[src/rtl/core/dbi_pkg.sv]
// Package for the dual button debouncer: widths, register map, edge phase
// encoding and the per-button lane result record. No dependencies.
package dbi_pkg;

    localparam int TIME_BITS = 32;
    localparam int CNT_BITS  = 8;
    localparam int HOLD_BITS = 32;
    localparam int ADDR_BITS = 3;
    localparam int APB_BITS  = 32;

    // Request layout on the input stream: pin_a_level, pin_b_level, now_time.
    localparam int IN_FIELD_BITS = 2 + TIME_BITS;
    localparam int IN_BITS       = ((IN_FIELD_BITS + 7) / 8) * 8;

    // Result layout on the output stream, lowest bit first.
    localparam int A_PRESSED_BIT = 0;
    localparam int A_RISE_BIT    = 1;
    localparam int A_FALL_BIT    = 2;
    localparam int A_DUR_LSB     = 3;
    localparam int B_PRESSED_BIT = A_DUR_LSB + TIME_BITS;
    localparam int B_RISE_BIT    = B_PRESSED_BIT + 1;
    localparam int B_FALL_BIT    = B_PRESSED_BIT + 2;
    localparam int B_DUR_LSB     = B_PRESSED_BIT + 3;
    localparam int REQ_BIT       = B_DUR_LSB + TIME_BITS;
    localparam int OUT_FIELD_BITS = REQ_BIT + 1;
    localparam int OUT_BITS       = ((OUT_FIELD_BITS + 7) / 8) * 8;

    localparam logic [CNT_BITS-1:0]  INTEGRATOR_MAX_RESET  = CNT_BITS'(10);
    localparam logic [HOLD_BITS-1:0] RESET_HOLD_TIME_RESET = HOLD_BITS'(3000);

    typedef enum logic [0:0] {
        REG_INTEGRATOR_MAX = 1'b0,
        REG_RESET_HOLD     = 1'b1
    } reg_index_t;

    typedef enum logic [1:0] {
        PH_UNPRESSED = 2'd0,
        PH_RISING    = 2'd1,
        PH_PRESSED   = 2'd2,
        PH_FALLING   = 2'd3
    } edge_phase_t;

    typedef struct packed {
        logic                 pressed;
        logic                 rise;
        logic                 fall;
        logic [TIME_BITS-1:0] duration;
    } lane_out_t;

endpackage

[src/rtl/core/dbi_lane.sv]
// One button lane: saturating integrator, debounced level, edge phase tracker
// and press start capture, with a registered per-button result. Uses dbi_pkg.
module dbi_lane (
    input  logic                          aclk,
    input  logic                          aresetn,
    input  logic                          advance,
    input  logic                          pin_level,
    input  logic [dbi_pkg::TIME_BITS-1:0] now_time,
    input  logic [dbi_pkg::CNT_BITS-1:0]  integrator_max,
    output dbi_pkg::lane_out_t            lane_out
);
    import dbi_pkg::*;

    logic [CNT_BITS-1:0]  cnt_reg, cnt_next, cnt_step;
    logic                 level_reg, level_next;
    edge_phase_t          phase_reg, phase_next, phase_settled;
    logic [TIME_BITS-1:0] start_reg, start_next;
    lane_out_t            out_reg, out_next;

    always_comb begin
        if (!pin_level) begin
            cnt_step = (cnt_reg != '0) ? cnt_reg - CNT_BITS'(1) : cnt_reg;
        end else begin
            cnt_step = (cnt_reg < integrator_max) ? cnt_reg + CNT_BITS'(1) : cnt_reg;
        end
    end

    always_comb begin
        unique case (phase_reg)
            PH_RISING:  phase_settled = PH_PRESSED;
            PH_FALLING: phase_settled = PH_UNPRESSED;
            default:    phase_settled = phase_reg;
        endcase
    end

    always_comb begin
        phase_next = phase_settled;
        if (cnt_step == '0) begin
            if (level_reg) begin
                phase_next = PH_FALLING;
            end
        end else if (cnt_step >= integrator_max) begin
            if (phase_settled == PH_UNPRESSED) begin
                phase_next = PH_RISING;
            end
        end
    end

    always_comb begin
        cnt_next   = cnt_step;
        level_next = level_reg;
        start_next = start_reg;
        if (cnt_step == '0) begin
            level_next = 1'b0;
        end else if (cnt_step >= integrator_max) begin
            if (phase_settled == PH_UNPRESSED) begin
                start_next = now_time;
            end
            level_next = 1'b1;
            cnt_next   = integrator_max;
        end
    end

    always_comb begin
        out_next.pressed  = level_next;
        out_next.rise     = (phase_next == PH_RISING);
        out_next.fall     = (phase_next == PH_FALLING);
        out_next.duration = level_next ? now_time - start_next : '0;
    end

    always_ff @(posedge aclk) begin
        if (!aresetn) begin
            cnt_reg   <= '0;
            level_reg <= 1'b0;
            phase_reg <= PH_UNPRESSED;
            start_reg <= '0;
            out_reg   <= '0;
        end else if (advance) begin
            cnt_reg   <= cnt_next;
            level_reg <= level_next;
            phase_reg <= phase_next;
            start_reg <= start_next;
            out_reg   <= out_next;
        end
    end

    assign lane_out = out_reg;

    a_rise_while_high : assert property (@(posedge aclk) disable iff (!aresetn)
        phase_reg == PH_RISING |-> level_reg)
        else $error("rising phase with a low debounced level");

    a_fall_while_low : assert property (@(posedge aclk) disable iff (!aresetn)
        phase_reg == PH_FALLING |-> !level_reg)
        else $error("falling phase with a high debounced level");

    a_duration_released : assert property (@(posedge aclk) disable iff (!aresetn)
        !out_reg.pressed |-> out_reg.duration == '0)
        else $error("nonzero duration for a released button");

    a_rise_pulse : assert property (@(posedge aclk) disable iff (!aresetn)
        advance && phase_reg == PH_RISING |=> phase_reg != PH_RISING)
        else $error("rising pulse lasted more than one tick");

endmodule

[src/rtl/core/dbi_merge.sv]
// Merge stage: combines both lane results, compares the hold durations with the
// reset hold time and holds the result on the output stream. Uses dbi_pkg.
module dbi_merge (
    input  logic                          aclk,
    input  logic                          aresetn,
    input  logic                          in_valid,
    output logic                          in_ready,
    input  dbi_pkg::lane_out_t            lane_a,
    input  dbi_pkg::lane_out_t            lane_b,
    input  logic [dbi_pkg::HOLD_BITS-1:0] reset_hold_time,
    output logic                          m_tvalid,
    input  logic                          m_tready,
    output logic [dbi_pkg::OUT_BITS-1:0]  m_tdata
);
    import dbi_pkg::*;

    logic                valid_reg, valid_next;
    logic [OUT_BITS-1:0] data_reg, data_next;
    logic                load;
    logic                reset_req;

    assign in_ready  = !valid_reg || m_tready;
    assign load      = in_valid && in_ready;
    assign reset_req = (lane_a.duration > reset_hold_time) &&
                       (lane_b.duration > reset_hold_time);

    assign data_next = OUT_BITS'({reset_req,
                                  lane_b.duration, lane_b.fall, lane_b.rise, lane_b.pressed,
                                  lane_a.duration, lane_a.fall, lane_a.rise, lane_a.pressed});

    always_comb begin
        valid_next = valid_reg;
        if (load) begin
            valid_next = 1'b1;
        end else if (m_tready) begin
            valid_next = 1'b0;
        end
    end

    always_ff @(posedge aclk) begin
        if (!aresetn) begin
            valid_reg <= 1'b0;
        end else begin
            valid_reg <= valid_next;
        end
    end

    always_ff @(posedge aclk) begin
        if (load) begin
            data_reg <= data_next;
        end
    end

    assign m_tvalid = valid_reg;
    assign m_tdata  = data_reg;

    a_req_needs_both : assert property (@(posedge aclk) disable iff (!aresetn)
        valid_reg && data_reg[REQ_BIT] |-> data_reg[A_PRESSED_BIT] && data_reg[B_PRESSED_BIT])
        else $error("reset request without both buttons pressed");

    a_req_needs_time : assert property (@(posedge aclk) disable iff (!aresetn)
        valid_reg && data_reg[REQ_BIT] |->
            data_reg[A_DUR_LSB +: TIME_BITS] != '0 && data_reg[B_DUR_LSB +: TIME_BITS] != '0)
        else $error("reset request with a zero hold duration");

    a_load_shows : assert property (@(posedge aclk) disable iff (!aresetn)
        load |=> valid_reg)
        else $error("loaded result not presented");

endmodule

[src/rtl/core/dual_button_integrator_debounce_unit.sv]
// Top level of the dual button debouncer: configuration registers, request
// intake and the two button lanes feeding the merge stage. Uses dbi_pkg,
// dbi_lane and dbi_merge.
//
// Each request carries both raw pin levels and the current tick count and
// yields exactly one result, registered in the lane stage and then in the merge
// stage. A new request is taken every cycle: the lane stage updates the
// per-button integrator and edge state, and the merge stage registers the hold
// time comparison, so the sustained rate is one request per cycle while the
// result side keeps up. Configuration is written through the APB port at byte
// address 0 (integrator maximum, 8 bits) and 4 (reset hold time, 32 bits).
module dual_button_integrator_debounce_unit (
    input  logic                          aclk,
    input  logic                          aresetn,
    // s_tdata: pin_a_level, pin_b_level, now_time[31:0], zero padding
    input  logic                          s_tvalid,
    output logic                          s_tready,
    input  logic [dbi_pkg::IN_BITS-1:0]   s_tdata,
    // m_tdata: a_pressed, a_rise, a_fall, a_duration[31:0], b_pressed, b_rise,
    // b_fall, b_duration[31:0], reset_request, zero padding
    output logic                          m_tvalid,
    input  logic                          m_tready,
    output logic [dbi_pkg::OUT_BITS-1:0]  m_tdata,
    input  logic                          psel,
    input  logic                          penable,
    input  logic                          pwrite,
    input  logic [dbi_pkg::ADDR_BITS-1:0] paddr,
    input  logic [dbi_pkg::APB_BITS-1:0]  pwdata,
    output logic [dbi_pkg::APB_BITS-1:0]  prdata,
    output logic                          pready
);
    import dbi_pkg::*;

    logic [CNT_BITS-1:0]  max_reg, max_next;
    logic [HOLD_BITS-1:0] hold_reg, hold_next;
    logic                 s1_valid_reg, s1_valid_next;
    logic                 s_accept;
    logic                 merge_ready;
    logic                 cfg_write;
    reg_index_t           cfg_index;
    lane_out_t            lane_a, lane_b;
    logic [TIME_BITS-1:0] now_time;

    assign pready    = 1'b1;
    assign cfg_write = psel && penable && pwrite && pready;
    assign cfg_index = reg_index_t'(paddr[2]);

    always_comb begin
        max_next  = max_reg;
        hold_next = hold_reg;
        if (cfg_write) begin
            unique case (cfg_index)
                REG_INTEGRATOR_MAX: max_next  = pwdata[CNT_BITS-1:0];
                REG_RESET_HOLD:     hold_next = pwdata[HOLD_BITS-1:0];
                default: begin
                end
            endcase
        end
    end

    always_comb begin
        unique case (cfg_index)
            REG_INTEGRATOR_MAX: prdata = APB_BITS'(max_reg);
            REG_RESET_HOLD:     prdata = APB_BITS'(hold_reg);
            default:            prdata = '0;
        endcase
    end

    always_ff @(posedge aclk) begin
        if (!aresetn) begin
            max_reg  <= INTEGRATOR_MAX_RESET;
            hold_reg <= RESET_HOLD_TIME_RESET;
        end else begin
            max_reg  <= max_next;
            hold_reg <= hold_next;
        end
    end

    assign s_tready = !s1_valid_reg || merge_ready;
    assign s_accept = s_tvalid && s_tready;
    assign now_time = s_tdata[2 +: TIME_BITS];

    always_comb begin
        s1_valid_next = s1_valid_reg;
        if (s_accept) begin
            s1_valid_next = 1'b1;
        end else if (merge_ready) begin
            s1_valid_next = 1'b0;
        end
    end

    always_ff @(posedge aclk) begin
        if (!aresetn) begin
            s1_valid_reg <= 1'b0;
        end else begin
            s1_valid_reg <= s1_valid_next;
        end
    end

    dbi_lane u_lane_a (
        .aclk           (aclk),
        .aresetn        (aresetn),
        .advance        (s_accept),
        .pin_level      (s_tdata[0]),
        .now_time       (now_time),
        .integrator_max (max_reg),
        .lane_out       (lane_a)
    );

    dbi_lane u_lane_b (
        .aclk           (aclk),
        .aresetn        (aresetn),
        .advance        (s_accept),
        .pin_level      (s_tdata[1]),
        .now_time       (now_time),
        .integrator_max (max_reg),
        .lane_out       (lane_b)
    );

    dbi_merge u_merge (
        .aclk            (aclk),
        .aresetn         (aresetn),
        .in_valid        (s1_valid_reg),
        .in_ready        (merge_ready),
        .lane_a          (lane_a),
        .lane_b          (lane_b),
        .reset_hold_time (hold_reg),
        .m_tvalid        (m_tvalid),
        .m_tready        (m_tready),
        .m_tdata         (m_tdata)
    );

endmodule

[config.mk]
export PLATFORM = sky130hd
export DESIGN_NAME = dual_button_integrator_debounce_unit
export DESIGN_NICKNAME = d
export VERILOG_FILES = /design/src/rtl/core/dbi_pkg.sv /design/src/rtl/core/dbi_lane.sv /design/src/rtl/core/dbi_merge.sv /design/src/rtl/core/dual_button_integrator_debounce_unit.sv
export SDC_FILE = /design/constraint.sdc
export NUM_CORES = 1
export LEC_CHECK = 0
export BUFFER_PORTS_ARGS = -buffer_cell sky130_fd_sc_hd__buf_2
export CORE_MARGIN = 2
export CORE_UTILIZATION = 55
export DETAILED_ROUTE_END_ITERATION = 6
export PLACE_DENSITY = 0.82
export SLEW_MARGIN = 10
export SYNTH_ARGS = -nofsm -noshare
export SYNTH_HDL_FRONTEND = slang
export SYNTH_SLANG_ARGS = --single-unit
export TNS_END_PERCENT = 100
[constraint.sdc]
create_clock -name aclk -period 12.6 [get_ports aclk]
set_input_delay 1.26 -clock aclk [delete_from_list [all_inputs] [get_ports aclk]]
set_output_delay 1.26 -clock aclk [all_outputs]
set_load 0.02 [all_outputs]
=== Yosys cells after proc, flatten, opt, wreduce, memory -nomap -nowiden ===
Index checks and enable logic that the tools add are counted.

* Register bits after elaboration: 267
* Output and inout port bits: 107

* Eq/ne operators: 8
* Magnitude comparators: 6
* Add/subtract/negate cells: 6
* Bitwise logic cells: 1
* Mux-type cells: 37
* Reductions and logical operators: 19

{| class="wikitable"
|+ Operators by type and width
! cell !! count
|-
| 32-bit 2-to-1 mux || 8
|-
| 8-bit 2-to-1 mux || 10
|-
| 32-bit greater-than comparator || 2
|-
| 32-bit case mux with 2 select lines || 1
|-
| 32-bit subtractor || 2
|-
| 8-bit by 1-bit adder with 8-bit output, second input constant || 2
|-
| 8-bit >= comparator || 2
|-
| 8-bit logical NOT || 2
|-
| 8-bit < comparator || 2
|-
| 2-bit 2-to-1 mux || 8
|-
| 8-bit nonzero test || 2
|-
| 8-bit by 1-bit subtractor with 8-bit output, second input constant || 2
|-
| 2-bit by 1-bit == test with 1-bit output, second input constant || 4
|-
| 2-bit == test, second input constant || 4
|-
| 1-bit 2-to-1 mux || 8
|-
| 2-bit case mux with 2 select lines || 2
|-
| 1-bit logical AND || 5
|-
| 2-bit logical NOT || 2
|-
| 2-bit AND reduction || 2
|-
| 2-bit nonzero test || 2
|-
| 1-bit logical NOT || 2
|-
| 1-bit logical OR || 2
|-
| 1-bit inverter || 1
|}

=== Longest topological paths before layout ===
* Depth in word-level cells: 8
* Mapped depth: 38
* Gate-level depth less buffers: 33

=== Modules after synthesis ===
Synthesis repeated with hierarchy kept, for this count alone.

* Cells, all modules: 2,137
* Area, all modules: 18,041.1 µm²

{| class="wikitable"
|+ By module, submodules not included
! module !! instances !! area an instance (µm²) !! sequential area each (µm²) !! cells each
|-
| dbi_lane (u_lane_b) || 1 || 6,388.6 || 1,541.5 || 834
|-
| dbi_lane (u_lane_a) || 1 || 5,970.7 || 1,541.5 || 809
|-
| dbi_merge || 1 || 3,711.1 || 2,152.1 || 280
|-
| dual_button_integrator_debounce_unit || 1 || 1,970.6 || 820.8 || 214
|}

=== Least setup slack after synthesis ===
Ideal clock, no wire load.

* Path kind: input to register
* Start: input port s_tdata[0] in the netlist's numbering
* End: register u_lane_a.out_reg (netlist bit u_lane_a.lane_out[25])
* Buffers on the path: 4
* Data arrival time: 7.148 ns
* Slack: 5.325 ns
* Required time: 12.473 ns
* Library setup time: 0.127 ns
* Cell stages on the path: 33
* Cell sequence: o2111ai_1 a211o_1 nor2_1 mux2i_1 nor2_1 inv_1 ha_1 a21o_1 a21o_1 a21oi_1 o21ai_0 a21o_1 buf_1 nand2_1 a21oi_1 clkbuf_1 buf_2 buf_2 mux2i_1 ha_1 nor2b_1 o21ai_0 nand2b_1 a21o_1 a21o_1 a21o_1 o211a_1 a211o_1 a22o_1 a211oi_4 o31ai_1 xnor2_1 o21ai_1

* Word-level cells in the longest chain between the ends: 6
* Elaborated cells between the ends (all ways): 9
* Those cells by class: add/sub: 1; order compare: 1; mux: 6; reduce/logical: 1

{| class="wikitable"
|+ RTL lines
! item !! line !! RTL
|-
| from (decl) || dual_button_integrator_debounce_unit.sv:18 || <nowiki>input logic [dbi_pkg::IN_BITS-1:0] s_tdata,</nowiki>
|-
| 8-bit 2-to-1 mux * || dbi_lane.sv:21 || <nowiki>if (!pin_level) begin</nowiki>
|-
| 8-bit >= comparator || dbi_lane.sv:55 || <nowiki>end else if (cnt_step >= integrator_max) begin</nowiki>
|-
| 32-bit 2-to-1 mux || dbi_lane.sv:55 ||
|-
| 32-bit 2-to-1 mux || dbi_lane.sv:53 || <nowiki>if (cnt_step == '0) begin</nowiki>
|-
| 32-bit subtractor || dbi_lane.sv:68 || <nowiki>out_next.duration = level_next ? now_time - start_next : '0;</nowiki>
|-
| 32-bit 2-to-1 mux * || dbi_lane.sv:68 ||
|-
| to (signal assigned) || dbi_lane.sv:83 || <nowiki>out_reg <= out_next;</nowiki>
|-
| to (decl) || dbi_lane.sv:18 || <nowiki>lane_out_t out_reg, out_next;</nowiki>
|}

Mark *: on every way between the ends. The rest lies on a longest branch, timed or not.
A chain may end at the register's enable or synchronous reset.

=== Worst setup path in the final report ===
* Start: register max_reg[1]
* End: register u_lane_a.out_reg (netlist bit u_lane_a.lane_out[27])

* Word-level cells in the longest chain between the ends: 8
* Elaborated cells between the ends (all ways): 11
* Those cells by class: add/sub: 1; order compare: 2; mux: 7; reduce/logical: 1

{| class="wikitable"
|+ RTL lines
! item !! line !! RTL
|-
| from (decl) || dual_button_integrator_debounce_unit.sv:34 || <nowiki>logic [CNT_BITS-1:0] max_reg, max_next;</nowiki>
|-
| from (signal assigned) || dual_button_integrator_debounce_unit.sv:74 || <nowiki>max_reg <= max_next;</nowiki>
|-
| 8-bit < comparator || dbi_lane.sv:24 || <nowiki>cnt_step = (cnt_reg < integrator_max) ? cnt_reg + CNT_BITS'(1) : cnt_reg;</nowiki>
|-
| 8-bit 2-to-1 mux || dbi_lane.sv:24 ||
|-
| 8-bit 2-to-1 mux || dbi_lane.sv:21 ||
|-
| 8-bit >= comparator || dbi_lane.sv:55 ||
|-
| 32-bit 2-to-1 mux || dbi_lane.sv:55 ||
|-
| 32-bit 2-to-1 mux || dbi_lane.sv:53 ||
|-
| 32-bit subtractor || dbi_lane.sv:68 ||
|-
| 32-bit 2-to-1 mux * || dbi_lane.sv:68 ||
|}

Marks and branches as above.

==> insert_results.sql <==
INSERT INTO impl_metrics (metric_group, metric, value, unit) VALUES
('pwr', 'post-layout-total-power', '6.38', 'mW'),
('sta', 'timing_max_transition_violations_final', '0', ''),
('detailed_routing', 'via_count', '16300', ''),
('setup_path', 'critPathKind', 'flip-flop to flip-flop', ''),
('yosys', 'syn_area', '17700', 'µm²'),
('run', 'drv.max_cap_violation_count', '0', ''),
('yosys', 'mappedNetlistNets', '2345', ''),
('cells_and_area', 'post_route_cells_drive_above_1_share', '12.3', '%'),
('clock_network', 'post-cts-setup-buffers', '0', ''),
('cells_and_area', 'area_delta_synth_final', '12.2', '%'),
('global_routing', 'grt_use_met1', '40.5', '%'),
('floorplan', 'io_pins', '189', ''),
('sta', 'max_clock_freq', '0.119', 'GHz'),
('setup_path', 'path_common_cell', 'a21o_1', ''),
('setup_path', 'worst_path_max_delay_cell', 'buf_4', ''),
('yosys', 'synth_ff_type', 'dfxtp_1', ''),
('pwr', 'total_switching_power', '3.20', 'mW'),
('yosys', 'syn_avg_cell_area', '8.32', 'µm²'),
('placed_design', 'port_buffers', '178', ''),
('yosys', 'ys_top_cells_by_area', 'dfxtp_1 (22%), edfxtp_1 (12%), ha_1 (9.8%)', ''),
('pwr', 'power.leakage', '8.37', 'nW'),
('pwr', 'powerDensity', '322', 'nW/µm²'),
('worst_hold_path', 'hold_class', 'flip-flop to flip-flop', ''),
('clock_network', 'clk_transition_reported_paths', '0.07', 'ns'),
('sta', 'post-route-period-util', '66.9', '%'),
('global_routing', 'grt_max_degree', '100', ''),
('setup_path', 'wp_data_arrival', '8.85', 'ns'),
('sta', 'final.min_clock_period', '8.43', 'ns'),
('global_routing', 'grtUsageMet3', '3.06', '%'),
('floorplan', 'dieHeight', '183', 'µm'),
('run_status', 'run_status', 'completed', ''),
('clock_network', 'root_buffer', 'clkbuf_16', ''),
('setup_path', 'r2r_cells', '33', ''),
('setup_path', 'timing.critical_path.fanout_max', '48', ''),
('cells_and_area', 'fin_nets', '2462', ''),
('pwr', 'seqPwrFrac', '20.1', '%'),
('pwr', 'intPower', '3.18', 'mW'),
('sta', 'final-setup-viol-count', '0', ''),
('global_routing', 'met2_usage', '46.8', '%'),
('floorplan', 'floorplan.initialDensity', '55.9', '%'),
('yosys', 'synth_seq_area_share', '34.3', '%'),
('detailed_routing', 'detail_route.wirelength', '49700', 'µm'),
('yosys', 'synthMostInstantiatedCell', 'nand2_1', ''),
('global_routing', 'grt_use_total', '28.7', '%'),
('detailed_routing', 'ant_nets', '0', ''),
('sta', 'finalClockSkew', '0.0125', 'ns'),
('cells_and_area', 'final_cells', '2665', ''),
('yosys', 'synth_enable_flop_cells', '71', ''),
('cells_and_area', 'fillCellCount', '2629', ''),
('placed_design', 'gp_routability_congestion', '0.940', ''),
('yosys', 'post_synth_num_cell_types', '89', ''),
('sta', 'worst_slew_slack_as_a_fraction_of_its_limit', '23.2', '%'),
('placed_design', 'hpwl_after_detailed_placement', '37100', 'µm'),
('sta', 'tightest_slew', '1.15', 'ns'),
('global_routing', 'globalRouteOverflowTotal', '0', ''),
('detailed_routing', 'dr.first_iter.drc_count', '1520', ''),
('yosys', 'ys_ff_latch', '267', ''),
('yosys', 'synth-warning-count', '0', ''),
('sta', 'rsz0062_at_grt', 'no', ''),
('floorplan', 'dieWidth', '183', 'µm'),
('global_routing', 'grt_pass1_vias', '15500', ''),
('sta', 'hold_viol', '0', ''),
('pwr', 'peakVddDrop', '0.287', 'mV'),
('yosys', 'synth_top_area_cell', 'dfxtp_1', ''),
('detailed_routing', 'drt-wirelength-per-cell', '18.7', 'µm'),
('clock_network', 'cts_max_level', '1', ''),
('yosys', 'area_fraction_of_the_dominant_cell_type_after_synthesis', '22.2', '%'),
('placed_design', 'dp.cells', '2612', ''),
('clock_network', 'clkSinkCount', '267', ''),
('global_routing', 'antenna_found_initial', '1', ''),
('setup_path', 'element_type_at_the_critical_path_start', 'flip-flop', '');
metal layers:
layer	routed length, µm	up-vias
li1	-	7863
met1	22800	7702
met2	22400	604
met3	3230	95
met4	1220	0
met5	0	-
critical path, delay by kind of cell, from the launching register on:
| kind | cells | cell delay, ns |
|---|---|---|
| muxes | 2 | 0.48 |
| adders and majority gates | 3 | 0.92 |
| DFF | 1 | 0.46 |
| buffers and inverters | 3 | 1.03 |
| AOI/OAI and AO/OA | 17 | 3.65 |
| and+or+nand+nor | 7 | 1.58 |
| xor gates and xnor gates | 1 | 0.15 |
area by class of cell:
class	count	area, µm²	share of cell area (%)
multi-input cells	1665	10900	54.9
clock buffers	34	828	4.18
well taps	402	503	2.54
flip-flops and latches	267	6060	30.6
inverters	89	334	1.69
repair buffers	189	976	4.93
diodes	1	2.50	0.0126
clock inverters	18	225	1.14
placed cells by master (no fill, tap or decap), types with 53 or more instances in the layout:
cell and count:
a21boi_0 88, a21oi_1 129, buf_2 177, dfxtp_1 196, edfxtp_1 71, ha_1 138
inv_1 87, nand2_1 341, nand2b_1 53, nor2_1 142, nor2b_1 81, o21ai_0 110
per-stage QoR:
step,utilization [%],hold slack (ns),instance area [µm²],setup slack (ns)
after floorplan,-,0.408,17700,5.33
after global placement,59.4,0.415,18700,4.33
after detailed placement,59.4,0.420,18700,4.14
after CTS,62.7,0.437,19800,4.41
after global routing,62.8,0.457,19800,3.74
final,62.8,0.435,19800,4.17
power by group through the flow:
stage          combinational, mW  sequential (mW)  clock (mW)
2_1_floorplan               3.11             1.24           0
6_report                    4.18             1.28       0.923
3_3_place_gp                3.95             1.28           0
4_1_cts                     4.08             1.27       0.934
3_5_place_dp                4.06             1.29           0
5_1_grt                     4.56             1.30       0.970
kinds of logic (layout without fill, tap and decap cells):
family | after synthesis | after routing | synth area share [%]
buf+inv | 191 | 330 | 4.27
mux | 41 | 41 | 2.35
simple gates | 786 | 786 | 21.0
other cells | 2 | 3 | 0.0425
fa+ha+maj | 154 | 154 | 10.8
compound gates | 622 | 622 | 24.2
flops | 267 | 267 | 34.3
xor+xnor | 60 | 60 | 2.98
final timing paths:
check | start | end | slack, ns
worst max-delay path | max_reg[1]$_SDFFE_PN1P_ | u_lane_a.lane_out[27]$_SDFFE_PN0P_ | 4.17
worst min-delay path | u_lane_a.lane_out[33]$_SDFFE_PN0P_ | u_merge.m_tdata[1]$_DFFE_PP_ | 0.43
worst max register to register | max_reg[1]$_SDFFE_PN1P_ | u_lane_a.lane_out[27]$_SDFFE_PN0P_ | 4.17
worst min register to register | u_lane_a.lane_out[33]$_SDFFE_PN0P_ | u_merge.m_tdata[1]$_DFFE_PP_ | 0.43
Power figures use the tool's default switching activity.
